==> config.mk <==
export PLATFORM = sky130hd
export DESIGN_NAME = peer_clock_slew_sync_core_flat
export DESIGN_NICKNAME = d
export VERILOG_FILES = /design/src/design/pcss_pkg.sv /design/src/design/pcss_if.sv /design/src/design/pcss_cfg_regs.sv /design/src/design/pcss_step.sv /design/src/design/peer_clock_slew_sync_core.sv /design/src/flat_wrapper.sv
export SDC_FILE = /design/constraint.sdc
export NUM_CORES = 1
export LEC_CHECK = 0
export CORE_ASPECT_RATIO = 1.1
export CORE_MARGIN = 2
export CORE_UTILIZATION = 29
export CTS_CLUSTER_SIZE = 14
export DETAILED_ROUTE_END_ITERATION = 7
export DONT_BUFFER_PORTS = 1
export SLEW_MARGIN = 10
export SYNTH_ARGS = -nofsm -noshare
export SYNTH_HDL_FRONTEND = slang
export SYNTH_SLANG_ARGS = --single-unit
export TNS_END_PERCENT = 20
==> constraint.sdc <==
create_clock -name i_clk -period 23 [get_ports i_clk]
set_input_delay 4.6 -clock i_clk [delete_from_list [all_inputs] [get_ports i_clk]]
set_output_delay 4.6 -clock i_clk [all_outputs]
set_load 0.02 [all_outputs]
==> src/design/pcss_pkg.sv <==
// Shared types, widths and codes for the peer clock slew sync block.
// No dependencies; every other design file refers to this package by scoped names.
package pcss_pkg;

    localparam int unsigned TimeW   = 32;
    localparam int unsigned IdW     = 16;
    localparam int unsigned LimW    = 31;
    localparam int unsigned ActW    = 2;
    localparam int unsigned CfgIdxW = 2;

    // action codes
    localparam logic [ActW-1:0] ACT_INIT    = 2'd0;
    localparam logic [ActW-1:0] ACT_QUERY   = 2'd1;
    localparam logic [ActW-1:0] ACT_OBSERVE = 2'd2;

    // register indexes
    localparam logic [CfgIdxW-1:0] CFG_OWN_ID   = 2'd0;
    localparam logic [CfgIdxW-1:0] CFG_MAX_LEAD = 2'd1;
    localparam logic [CfgIdxW-1:0] CFG_STEP     = 2'd2;

    localparam logic [IdW-1:0]  OWN_ID_RST   = 16'd0;
    localparam logic [LimW-1:0] MAX_LEAD_RST = 31'd5000;
    localparam logic [LimW-1:0] STEP_RST     = 31'd50;

    // seed conflict window, ms
    localparam logic signed [TimeW-1:0] LEAD_WINDOW     = 32'sd300;
    localparam logic signed [TimeW-1:0] NEG_LEAD_WINDOW = -32'sd300;

    typedef struct packed {
        logic [ActW-1:0]  action;
        logic [TimeW-1:0] now_ms;
        logic [TimeW-1:0] remote_seed;
        logic [TimeW-1:0] peer_time;
        logic [IdW-1:0]   peer_id;
        logic             peer_anchor;
    } t_in_beat;

    typedef struct packed {
        logic [TimeW-1:0] game_time;
        logic             adopted;
        logic [TimeW-1:0] session_seed;
    } t_out_beat;

    typedef struct packed {
        logic [TimeW-1:0] seed;
        logic [TimeW-1:0] epoch;
        logic [TimeW-1:0] slew;
    } t_clk_state;

    typedef struct packed {
        logic [IdW-1:0]  own_player_id;
        logic [LimW-1:0] max_lead;
        logic [LimW-1:0] slew_step;
    } t_cfg;

endpackage

==> src/design/pcss_if.sv <==
// Valid/ready channel interfaces for input and result beats.
// Depends on pcss_pkg for field widths.
interface pcss_in_if;
    logic                        valid;
    logic                        ready;
    logic [pcss_pkg::ActW-1:0]   action;
    logic [pcss_pkg::TimeW-1:0]  now_ms;
    logic [pcss_pkg::TimeW-1:0]  remote_seed;
    logic [pcss_pkg::TimeW-1:0]  peer_time;
    logic [pcss_pkg::IdW-1:0]    peer_id;
    logic                        peer_anchor;

    modport source (output valid, action, now_ms, remote_seed, peer_time, peer_id,
                    peer_anchor, input ready);
    modport sink   (input valid, action, now_ms, remote_seed, peer_time, peer_id,
                    peer_anchor, output ready);
endinterface

interface pcss_out_if;
    logic                        valid;
    logic                        ready;
    logic [pcss_pkg::TimeW-1:0]  game_time;
    logic                        adopted;
    logic [pcss_pkg::TimeW-1:0]  session_seed;

    modport source (output valid, game_time, adopted, session_seed, input ready);
    modport sink   (input valid, game_time, adopted, session_seed, output ready);
endinterface

==> src/design/pcss_cfg_regs.sv <==
// Configuration registers: own id, plausible lead limit, catch-up step.
// Depends on pcss_pkg.
module pcss_cfg_regs (
    input  logic                          i_clk,
    input  logic                          i_rst_n,
    input  logic                          i_cfg_we,
    input  logic [pcss_pkg::CfgIdxW-1:0]  i_cfg_idx,
    input  logic [pcss_pkg::LimW-1:0]     i_cfg_wdata,
    output pcss_pkg::t_cfg                o_cfg
);
    pcss_pkg::t_cfg r_cfg;

    always_ff @(posedge i_clk) begin
        if (!i_rst_n) begin
            r_cfg.own_player_id <= pcss_pkg::OWN_ID_RST;
            r_cfg.max_lead      <= pcss_pkg::MAX_LEAD_RST;
            r_cfg.slew_step     <= pcss_pkg::STEP_RST;
        end else if (i_cfg_we) begin
            case (i_cfg_idx)
                pcss_pkg::CFG_OWN_ID:   r_cfg.own_player_id <= i_cfg_wdata[pcss_pkg::IdW-1:0];
                pcss_pkg::CFG_MAX_LEAD: r_cfg.max_lead      <= i_cfg_wdata;
                pcss_pkg::CFG_STEP:     r_cfg.slew_step     <= i_cfg_wdata;
                default: ;
            endcase
        end
    end

    assign o_cfg = r_cfg;
endmodule

==> src/design/pcss_step.sv <==
// Per-beat datapath: game time, peer lead, adoption and slew update.
// Depends on pcss_pkg.
module pcss_step (
    input  pcss_pkg::t_in_beat    i_beat,
    input  pcss_pkg::t_clk_state  i_state,
    input  pcss_pkg::t_cfg        i_cfg,
    output pcss_pkg::t_clk_state  o_state,
    output pcss_pkg::t_out_beat   o_result
);
    logic [pcss_pkg::TimeW-1:0] my_time;
    logic [pcss_pkg::TimeW-1:0] lead;
    logic                       seed_diff;
    logic                       adopt_ok;
    logic                       lead_pos;
    logic                       over;
    logic [pcss_pkg::LimW-1:0]  eff;
    logic [pcss_pkg::LimW-1:0]  inc;
    logic [pcss_pkg::TimeW-1:0] inc_w;

    always_comb begin
        my_time   = i_beat.now_ms - i_state.epoch + i_state.slew;
        lead      = i_beat.peer_time - my_time;
        seed_diff = i_beat.remote_seed != i_state.seed;
        adopt_ok  = ($signed(lead) > pcss_pkg::LEAD_WINDOW) ||
                    (($signed(lead) > pcss_pkg::NEG_LEAD_WINDOW) &&
                     (i_beat.peer_id < i_cfg.own_player_id));
        lead_pos  = !lead[pcss_pkg::TimeW-1] && (|lead[pcss_pkg::LimW-1:0]);
        over      = !lead[pcss_pkg::TimeW-1] && (lead[pcss_pkg::LimW-1:0] > i_cfg.max_lead);
        // anchor peers get their lead clamped, others past the limit are ignored
        eff       = over ? i_cfg.max_lead : lead[pcss_pkg::LimW-1:0];
        inc       = (eff < i_cfg.slew_step) ? eff : i_cfg.slew_step;
        inc_w     = (lead_pos && (!over || i_beat.peer_anchor)) ? {1'b0, inc} : '0;

        o_state               = i_state;
        o_result.game_time    = my_time;
        o_result.adopted      = 1'b0;

        case (i_beat.action)
            pcss_pkg::ACT_INIT: begin
                o_state.seed       = i_beat.remote_seed;
                o_state.epoch      = i_beat.now_ms;
                o_state.slew       = '0;
                o_result.game_time = '0;
            end
            pcss_pkg::ACT_OBSERVE: begin
                if (seed_diff) begin
                    if (adopt_ok) begin
                        o_state.seed       = i_beat.remote_seed;
                        o_state.epoch      = i_beat.now_ms - i_beat.peer_time;
                        o_state.slew       = '0;
                        o_result.game_time = i_beat.peer_time;
                        o_result.adopted   = 1'b1;
                    end
                end else begin
                    o_state.slew       = i_state.slew + inc_w;
                    o_result.game_time = my_time + inc_w;
                end
            end
            default: ;  // query and the unused code only report
        endcase

        o_result.session_seed = o_state.seed;
    end
endmodule

==> src/design/peer_clock_slew_sync_core.sv <==
// Top level of the peer clock slew sync block: input register, datapath, result register.
// Depends on pcss_pkg, pcss_if, pcss_cfg_regs and pcss_step.
//
// Keeps a session seed and a game clock (now - epoch + slew, mod 2^32). One beat is taken
// per cycle while input ready is high; each accepted beat is held in the input register and
// its result is then registered in the result register, which presents it. The session state
// updates in a single pass through the datapath between the input register and the result
// register, so consecutive beats see each other's updates in order. Input ready drops only
// when both stages are full and the result is not taken. Write configuration only while idle.
module peer_clock_slew_sync_core (
    input  logic                          i_clk,
    input  logic                          i_rst_n,
    pcss_in_if.sink                       i_in,
    pcss_out_if.source                    o_out,
    input  logic                          i_cfg_we,
    input  logic [pcss_pkg::CfgIdxW-1:0]  i_cfg_idx,
    input  logic [pcss_pkg::LimW-1:0]     i_cfg_wdata
);
    pcss_pkg::t_cfg       cfg;
    pcss_pkg::t_in_beat   in_beat;
    pcss_pkg::t_clk_state n_state;
    pcss_pkg::t_out_beat  n_out;

    logic                 r_in_valid;
    pcss_pkg::t_in_beat   r_in;
    logic                 r_out_valid;
    pcss_pkg::t_out_beat  r_out;
    pcss_pkg::t_clk_state r_state;

    logic advance;
    logic in_take;

    pcss_cfg_regs u_cfg (
        .i_clk       (i_clk),
        .i_rst_n     (i_rst_n),
        .i_cfg_we    (i_cfg_we),
        .i_cfg_idx   (i_cfg_idx),
        .i_cfg_wdata (i_cfg_wdata),
        .o_cfg       (cfg)
    );

    pcss_step u_step (
        .i_beat   (r_in),
        .i_state  (r_state),
        .i_cfg    (cfg),
        .o_state  (n_state),
        .o_result (n_out)
    );

    assign in_beat.action      = i_in.action;
    assign in_beat.now_ms      = i_in.now_ms;
    assign in_beat.remote_seed = i_in.remote_seed;
    assign in_beat.peer_time   = i_in.peer_time;
    assign in_beat.peer_id     = i_in.peer_id;
    assign in_beat.peer_anchor = i_in.peer_anchor;

    // result slot free (or being drained) lets the input stage move on
    assign advance    = !r_out_valid || o_out.ready;
    assign i_in.ready = !r_in_valid || advance;
    assign in_take    = i_in.valid && i_in.ready;

    always_ff @(posedge i_clk) begin
        if (!i_rst_n) begin
            r_in_valid  <= 1'b0;
            r_out_valid <= 1'b0;
            r_state     <= '0;
        end else begin
            if (advance) begin
                r_out_valid <= r_in_valid;
                if (r_in_valid) begin
                    r_state <= n_state;
                end
            end
            if (i_in.ready) begin
                r_in_valid <= i_in.valid;
            end
        end
    end

    always_ff @(posedge i_clk) begin
        if (in_take) begin
            r_in <= in_beat;
        end
        if (advance && r_in_valid) begin
            r_out <= n_out;
        end
    end

    assign o_out.valid        = r_out_valid;
    assign o_out.game_time    = r_out.game_time;
    assign o_out.adopted      = r_out.adopted;
    assign o_out.session_seed = r_out.session_seed;
endmodule

==> src/flat_wrapper.sv <==
// flat-port wrapper written by rule: the top's interface ports become plain ports
module peer_clock_slew_sync_core_flat 
  (i_clk, i_rst_n, i_cfg_we, i_cfg_idx, i_cfg_wdata, i_in_valid, i_in_action, i_in_now_ms, i_in_remote_seed, i_in_peer_time, i_in_peer_id, i_in_peer_anchor, i_in_ready, o_out_valid, o_out_game_time, o_out_adopted, o_out_session_seed, o_out_ready);
  pcss_in_if i_in_i ();
  pcss_out_if o_out_i ();
  input  logic i_clk;
  input  logic i_rst_n;
  input  logic i_cfg_we;
  input  logic [pcss_pkg::CfgIdxW-1:0] i_cfg_idx;
  input  logic [pcss_pkg::LimW-1:0] i_cfg_wdata;
  input wire logic [$bits(i_in_i.valid)-1:0] i_in_valid;
  input wire logic [$bits(i_in_i.action)-1:0] i_in_action;
  input wire logic [$bits(i_in_i.now_ms)-1:0] i_in_now_ms;
  input wire logic [$bits(i_in_i.remote_seed)-1:0] i_in_remote_seed;
  input wire logic [$bits(i_in_i.peer_time)-1:0] i_in_peer_time;
  input wire logic [$bits(i_in_i.peer_id)-1:0] i_in_peer_id;
  input wire logic [$bits(i_in_i.peer_anchor)-1:0] i_in_peer_anchor;
  output wire logic [$bits(i_in_i.ready)-1:0] i_in_ready;
  output wire logic [$bits(o_out_i.valid)-1:0] o_out_valid;
  output wire logic [$bits(o_out_i.game_time)-1:0] o_out_game_time;
  output wire logic [$bits(o_out_i.adopted)-1:0] o_out_adopted;
  output wire logic [$bits(o_out_i.session_seed)-1:0] o_out_session_seed;
  input wire logic [$bits(o_out_i.ready)-1:0] o_out_ready;
  assign i_in_i.valid = i_in_valid;
  assign i_in_i.action = i_in_action;
  assign i_in_i.now_ms = i_in_now_ms;
  assign i_in_i.remote_seed = i_in_remote_seed;
  assign i_in_i.peer_time = i_in_peer_time;
  assign i_in_i.peer_id = i_in_peer_id;
  assign i_in_i.peer_anchor = i_in_peer_anchor;
  assign i_in_ready = i_in_i.ready;
  assign o_out_valid = o_out_i.valid;
  assign o_out_game_time = o_out_i.game_time;
  assign o_out_adopted = o_out_i.adopted;
  assign o_out_session_seed = o_out_i.session_seed;
  assign o_out_i.ready = o_out_ready;
  peer_clock_slew_sync_core u_core (.i_clk(i_clk), .i_rst_n(i_rst_n), .i_in(i_in_i), .o_out(o_out_i), .i_cfg_we(i_cfg_we), .i_cfg_idx(i_cfg_idx), .i_cfg_wdata(i_cfg_wdata));
endmodule
==> results of run 1 <==
==> synth_stat cells, types with 41 or more instances <==
library cell  instances
a211oi_1             41
a21boi_0             82
a21o_1               93
a21oi_1             170
clkbuf_1             96
dfxtp_1             176
edfxtp_1            180
ha_1                220
inv_1               309
mux2_2               51
mux2i_1              50
nand2_1             288
nand4_1              42
nor2_1              176
nor2b_1              67
nor3_1               41
o21ai_0             118
xnor2_1             124
==> worst reg2reg max path: cells and delay by family, from the launching register on <==
kind                     cells  cell delay [ps]
multiplexers                 1              410
XOR/XNOR                     1              440
AND/OR/NAND/NOR             16             4600
flip-flops                   1              440
adder cells (fa/ha/maj)      8             2900
buffers and inverters        4              760
AO/OA/AOI/OAI               24             4780
==> path summary, 6_finish.rpt <==
kind	start	end	slack (ps)
setup / recovery	u_core.r_state[1]	u_core.o_out.game_time[29]	8480
hold / removal	u_core.u_cfg.o_cfg[49]	u_core.u_cfg.o_cfg[49]	460
setup reg to reg	u_core.r_state[1]	u_core.o_out.game_time[29]	8480
hold reg to reg	u_core.u_cfg.o_cfg[49]	u_core.u_cfg.o_cfg[49]	460
==> power by group through the flow <==
stage	combinational [mW]	clock [mW]	sequential [mW]
after floorplan	2.46	0	0.774
after global placement	3.18	0	0.787
after detailed placement	3.17	0	0.788
after CTS	3.19	0.783	0.775
after global routing	3.56	0.805	0.779
final	3.24	0.757	0.773
==> per-stage QoR <==
stage	cell area, um^2	power (mW)	instances
after floorplan	25900	3.24	2896
after detailed placement	27200	3.96	3973
after CTS	28700	4.75	4055
final	28800	4.77	4057
after global placement	27200	3.96	3973
after global routing	28800	5.15	4057
==> state kept, by name (all words and copies together) (netlist names) <==
signal	cells
u_core.r_state	96
u_core.o_out.game_time	32
u_core.r_in_valid	1
u_core.o_out.adopted	1
u_core.o_out.session_seed	32
u_core.u_cfg.o_cfg	78
u_core.r_in	115
u_core.o_out.valid	1
==> metal layers <==
| layer | vias up | track usage | part of all wire | wire length, um |
|---|---|---|---|---|
| li1 | 10276 | - | - | - |
| met1 | 10110 | 0.230 | 0.44 | 36200 |
| met2 | 585 | 0.284 | 0.46 | 37600 |
| met3 | 128 | 0.0441 | 0.073 | 6020 |
| met4 | 4 | 0.0588 | 0.033 | 2750 |
| met5 | - | 0 | 0.00031 | 26 |
==> layout make-up <==
type / instances / area [um^2]
diodes: 1 / 2.50
flip-flops and latches: 356 / 8930
repair buffers: 23 / 180
multi-input cells: 2114 / 15400
clock inverters: 29 / 338
well taps: 1170 / 1460
fillers: 9175 / 60300
inverters: 311 / 1170
clock buffers: 53 / 1250
==> cell families after synthesis <==
group                    Yosys count  share of synthesized area
AND/OR/NAND/NOR                  809                      0.153
XOR/XNOR                         157                     0.0535
buffers and inverters            426                     0.0627
flip-flops                       356                      0.344
adder cells (fa/ha/maj)          261                      0.135
multiplexers                     107                     0.0453
AO/OA/AOI/OAI                    780                      0.207
==> impl_metrics.ini, run 1 <==
[power_and_ir_drop]
cellPowerDensity_nw_per_um2 = 166
p_int_mw = 2.41
power_leakage_nw = 11.4
swShare = 0.495
p_comb_frac = 0.679
seqPwrFrac = 0.162
clockPowerShare = 0.159
switchingPower_mw = 2.36
ir_drop_mv = 0.135

[clock_tree]
hold_buffers = 0
cts_inserted_buffers = 44
clkTransAtPathRegs_ps = 60
post_cts_resized = 0
clkSinkCount = 356
cts_buffer_depth = 3
h-tree-depth = 2
tritoncts = yes
cts.root.buffer_cell = clkbuf_16
cts_setup_buffers = 0
clk_latency_ps = 620

[placed_design]
dp_slack_ps = 8720
io_buffers = 0
dpl.hpwl_um = 63400
place.gp.congestion = 0.936

[final_layout]
mostFrequentLayoutCells = 309 x inv_1, 287 x nand2_1, 220 x ha_1
post-route-util = 0.323
drive_gt1_frac = 0.0710
area_delta_synth_final_pct = 10.8
final_common_cell = inv_1
fin_nets = 3256

[drt]
dr.pass1.iters = 6
num_vias = 21103
post_drt_wl_per_cell_um = 20.4
drc = 0
via_per_inst = 5.20
drtIter0Drc = 1546
ant_nets = 0
routed_wl_um = 82600

[synthesis]
yosys-top-cells-area = edfxtp_1 21%, dfxtp_1 14%, ha_1 11%
syn_area_um2 = 25900
async_reset_ff_frac = 0
avgSynthCellArea_um2 = 8.96
yosysWarnings = 0
ys_ff_latch = 356
synth_edf_count = 180
synth_cell_type_count = 110
ys_seq_area_frac = 0.344
synth_top_cell_area_share = 0.208
synth_ff_type = edfxtp_1
synth.largest_area_cell = edfxtp_1
synth_nets = 3302
synthCells = 2896

[setup_path]
path_buf_inv = 4
start_kind = flop
path_class = reg2reg
slowest_delay_ps = 610
required_ps = 23400
end_kind = flop
cp.depth = 54
arrival_ps = 14920
critPathMostFrequentCell = a21o_1
rr_worst_depth = 54
crit_family = compound AO/OA/AOI/OAI gates
cp_slowest_cell = and3_4
worstPathMaxFanout = 39

[global_routing]
grt_max_degree = 163
grt_pass1_wl_um = 125000
grt_usage = 0.177
grt_pass1_vias = 20604
overflow = 0
antenna_found_initial = 4

[floorplan]
core_um2 = 89100
die_area_um2 = 91900
die_x_um = 289
start_util = 0.291
die_y_um = 318
io_pins = 220
row_count = 115

[min_path]
hold_path.class = reg2reg
hold_path_depth = 2

[sta]
fin_ws_ps = 8480
period_share = 0.631
setup_viol = 0
slew_viol_final = 0
worst_pin_slew_ps = 1080
slew_headroom = 0.278
setup_tns_ps = 0
rsz0062_at_grt = false
timing.fmax_ghz = 0.0689
hold_ws_ps = 463
fin_worst_skew_ps = 26.8
hold_violations = 0
finalCriticalPeriod_ps = 14520

[outcome]
outcome = finished clean

[flow_run]
drv_cap = 0
Power figures use the tool's default switching activity.
==> run 2: changes to the inputs <==
Settings changed: ABC_AREA set to 1.
Clock period 23 ns to 12.6 ns, I/O delays scaled along.
==> impl_metrics.ini, run 2 <==
[outcome]
outcome = finished clean

[setup_path]
critPathMostFrequentCell = nand2_1
path_class = reg2reg
rr_endpoint = u_core.o_out.game_time[13]
start_kind = flop
cp_slowest_cell = a211oi_1
slowest_delay_ps = 570
worstPathMaxFanout = 46
timing.rr.start = u_core.r_state[2]
required_ps = 12910
end_kind = flop
rr_worst_depth = 56
rrSetupSlack_ps = 710
arrival_ps = 12200

[sta]
setup_tns_ps = 0
worst_pin_slew_ps = 1290
finalCriticalPeriod_ps = 11890
period_share = 0.944
fin_worst_skew_ps = 45.0
slew_headroom = 0.139
hold_violations = 0
hold_ws_ps = 452
rsz0062_at_grt = false
timing.fmax_ghz = 0.0841
slew_viol_final = 0
setup_viol = 0

[drt]
routed_wl_um = 93900
top_layer = met5
post_drt_wl_per_cell_um = 20.1
met1Wirelength_um = 38200
ant_nets = 0
drtIter0Drc = 1777
dr.pass1.iters = 7
dr_wl_met2_um = 46700
wl_met3_um = 5260
drc = 0
num_vias = 23460
via_per_inst = 5.02

[floorplan]
die_y_um = 319
core_um2 = 89400
io_pins = 220
row_count = 115
die_area_um2 = 92500
start_util = 0.292
die_x_um = 290

[clock_tree]
cts.root.buffer_cell = clkbuf_16
clk_latency_ps = 660
clkTransAtPathRegs_ps = 60
cts_buffer_depth = 3
h-tree-depth = 2
tritoncts = yes
hold_buffers = 0
cts_inserted_buffers = 45
clkSinkCount = 356

[synthesis]
synthCells = 3472
ys_seq_area_frac = 0.342
async_reset_ff_frac = 0
syn_area_um2 = 26100
synth_edf_count = 180
yosys-top-cells-area = edfxtp_1 21%, dfxtp_1 13%, ha_1 11%
synthTopCellsByCount = 679 x nand2_1, 534 x inv_1, 346 x a21oi_1, 289 x nor2_1, 225 x o21ai_0
synth_nets = 3878
synth.largest_area_cell = edfxtp_1
avgSynthCellArea_um2 = 7.52
synth_ff_type = edfxtp_1
synth_cell_type_count = 66
ys_ff_latch = 356
synth_top_cell_area_share = 0.207
synth.most_common_cell = nand2_1
yosysWarnings = 0

[placed_design]
dpl.hpwl_um = 74800
place.gp.congestion = 0.977
io_buffers = 0

[min_path]
hold_path.class = reg2reg
hold_end = u_core.u_cfg.o_cfg[62]
hold_path_depth = 2
hp-start = u_core.u_cfg.o_cfg[62]

[global_routing]
antenna_found_initial = 6
grt_usage = 0.200
grt_pass1_wl_um = 141000
overflow = 0
grt_pass1_vias = 22924
grt_max_degree = 112

[flow_run]
drv_cap = 0

[final_layout]
mostFrequentLayoutCells = 679 x nand2_1, 531 x inv_1, 345 x a21oi_1
regMostFlops = u_core.r_in
final_common_cell = nand2_1
fill_cells = 9416
area_delta_synth_final_pct = 11.4
regArea_um2 = 8930
drive_gt1_frac = 0.0672
largest_reg_flops = 115
multi_input_area_um2 = 14800
fin_nets = 3866

[power_and_ir_drop]
cellPowerDensity_nw_per_um2 = 291
ir_drop_mv = 0.215
power_leakage_nw = 12.7
[run 2: worst max path at each step]
stage	from	end	slack (ps)	cells past startpoint
finish	u_core.r_state[2]	u_core.o_out.game_time[13]	710	56
global route	u_core.r_state[5]	u_core.o_out.game_time[30]	0.8	60
CTS	u_core.r_state[2]	u_core.o_out.game_time[22]	190	59
detailed placement	u_core.r_state[2]	u_core.o_out.game_time[22]	260	59
global placement	u_core.r_state[2]	u_core.o_out.game_time[27]	350	58
floorplan	u_core.r_state[5]	u_core.o_out.game_time[30]	2840	64
[run 2: layout make-up]
cell class                 count  share of cell area
antenna                        2            0.000172
sequential                   356               0.307
multi-input combinational   2476               0.509
inverter                     549              0.0711
timing repair buffer          32             0.00839
tap                         1170              0.0503
clock inverter                27              0.0120
clock buffer                  57              0.0424
[run 2: repair_timing]
action                     CTS  global route
setup buffers                0             0
setup endpoints to repair    0            52
resized for setup            0            13
[run 2: stage by stage]
step                      power, mW   util  worst slack (ps)  instance area, um^2  std cells
after floorplan                5.27      -              2840                26100       3472
after global placement         6.95  0.307               346                27400       4583
after detailed placement       6.93  0.307               260                27400       4583
after CTS                      8.38  0.325               185                29000       4667
after global routing           9.17  0.325             0.805                29100       4667
final                          8.46  0.326               711                29100       4669
[run 2: cells by family after synthesis]
| kind of cell | synth area share |
|---|---|
| buffers and inverters | 0.0941 |
| multiplexers | 0.000431 |
| AND/OR/NAND/NOR | 0.216 |
| AO/OA/AOI/OAI | 0.181 |
| XOR/XNOR | 0.0355 |
| adder cells (fa/ha/maj) | 0.131 |
| flip-flops | 0.342 |
[run 2: per-layer routing]
metal | vias to the layer above | GRT usage
met3 | 167 | 0.0333
li1 | 11663 | -
met2 | 684 | 0.363
met4 | 10 | 0.0759
met1 | 10936 | 0.233
met5 | - | 0
[run 2: report_power, final]
part / internal (mW) / leakage, nW / switching, mW
clock network: 0.808 / 0.766 / 0.581
registers: 1.32 / 3.18 / 0.0753
logic: 1.73 / 8.77 / 3.96
[run 2: worst max-delay path: cells and delay by family (launching register included)]
family | cells | cell delay (ps)
and+or+nand+nor | 31 | 4280
adders and majority gates | 6 | 2420
xor gates and xnor gates | 2 | 550
DFF | 1 | 340
buffers and inverters | 6 | 930
AOI/OAI and AO/OA | 11 | 3010
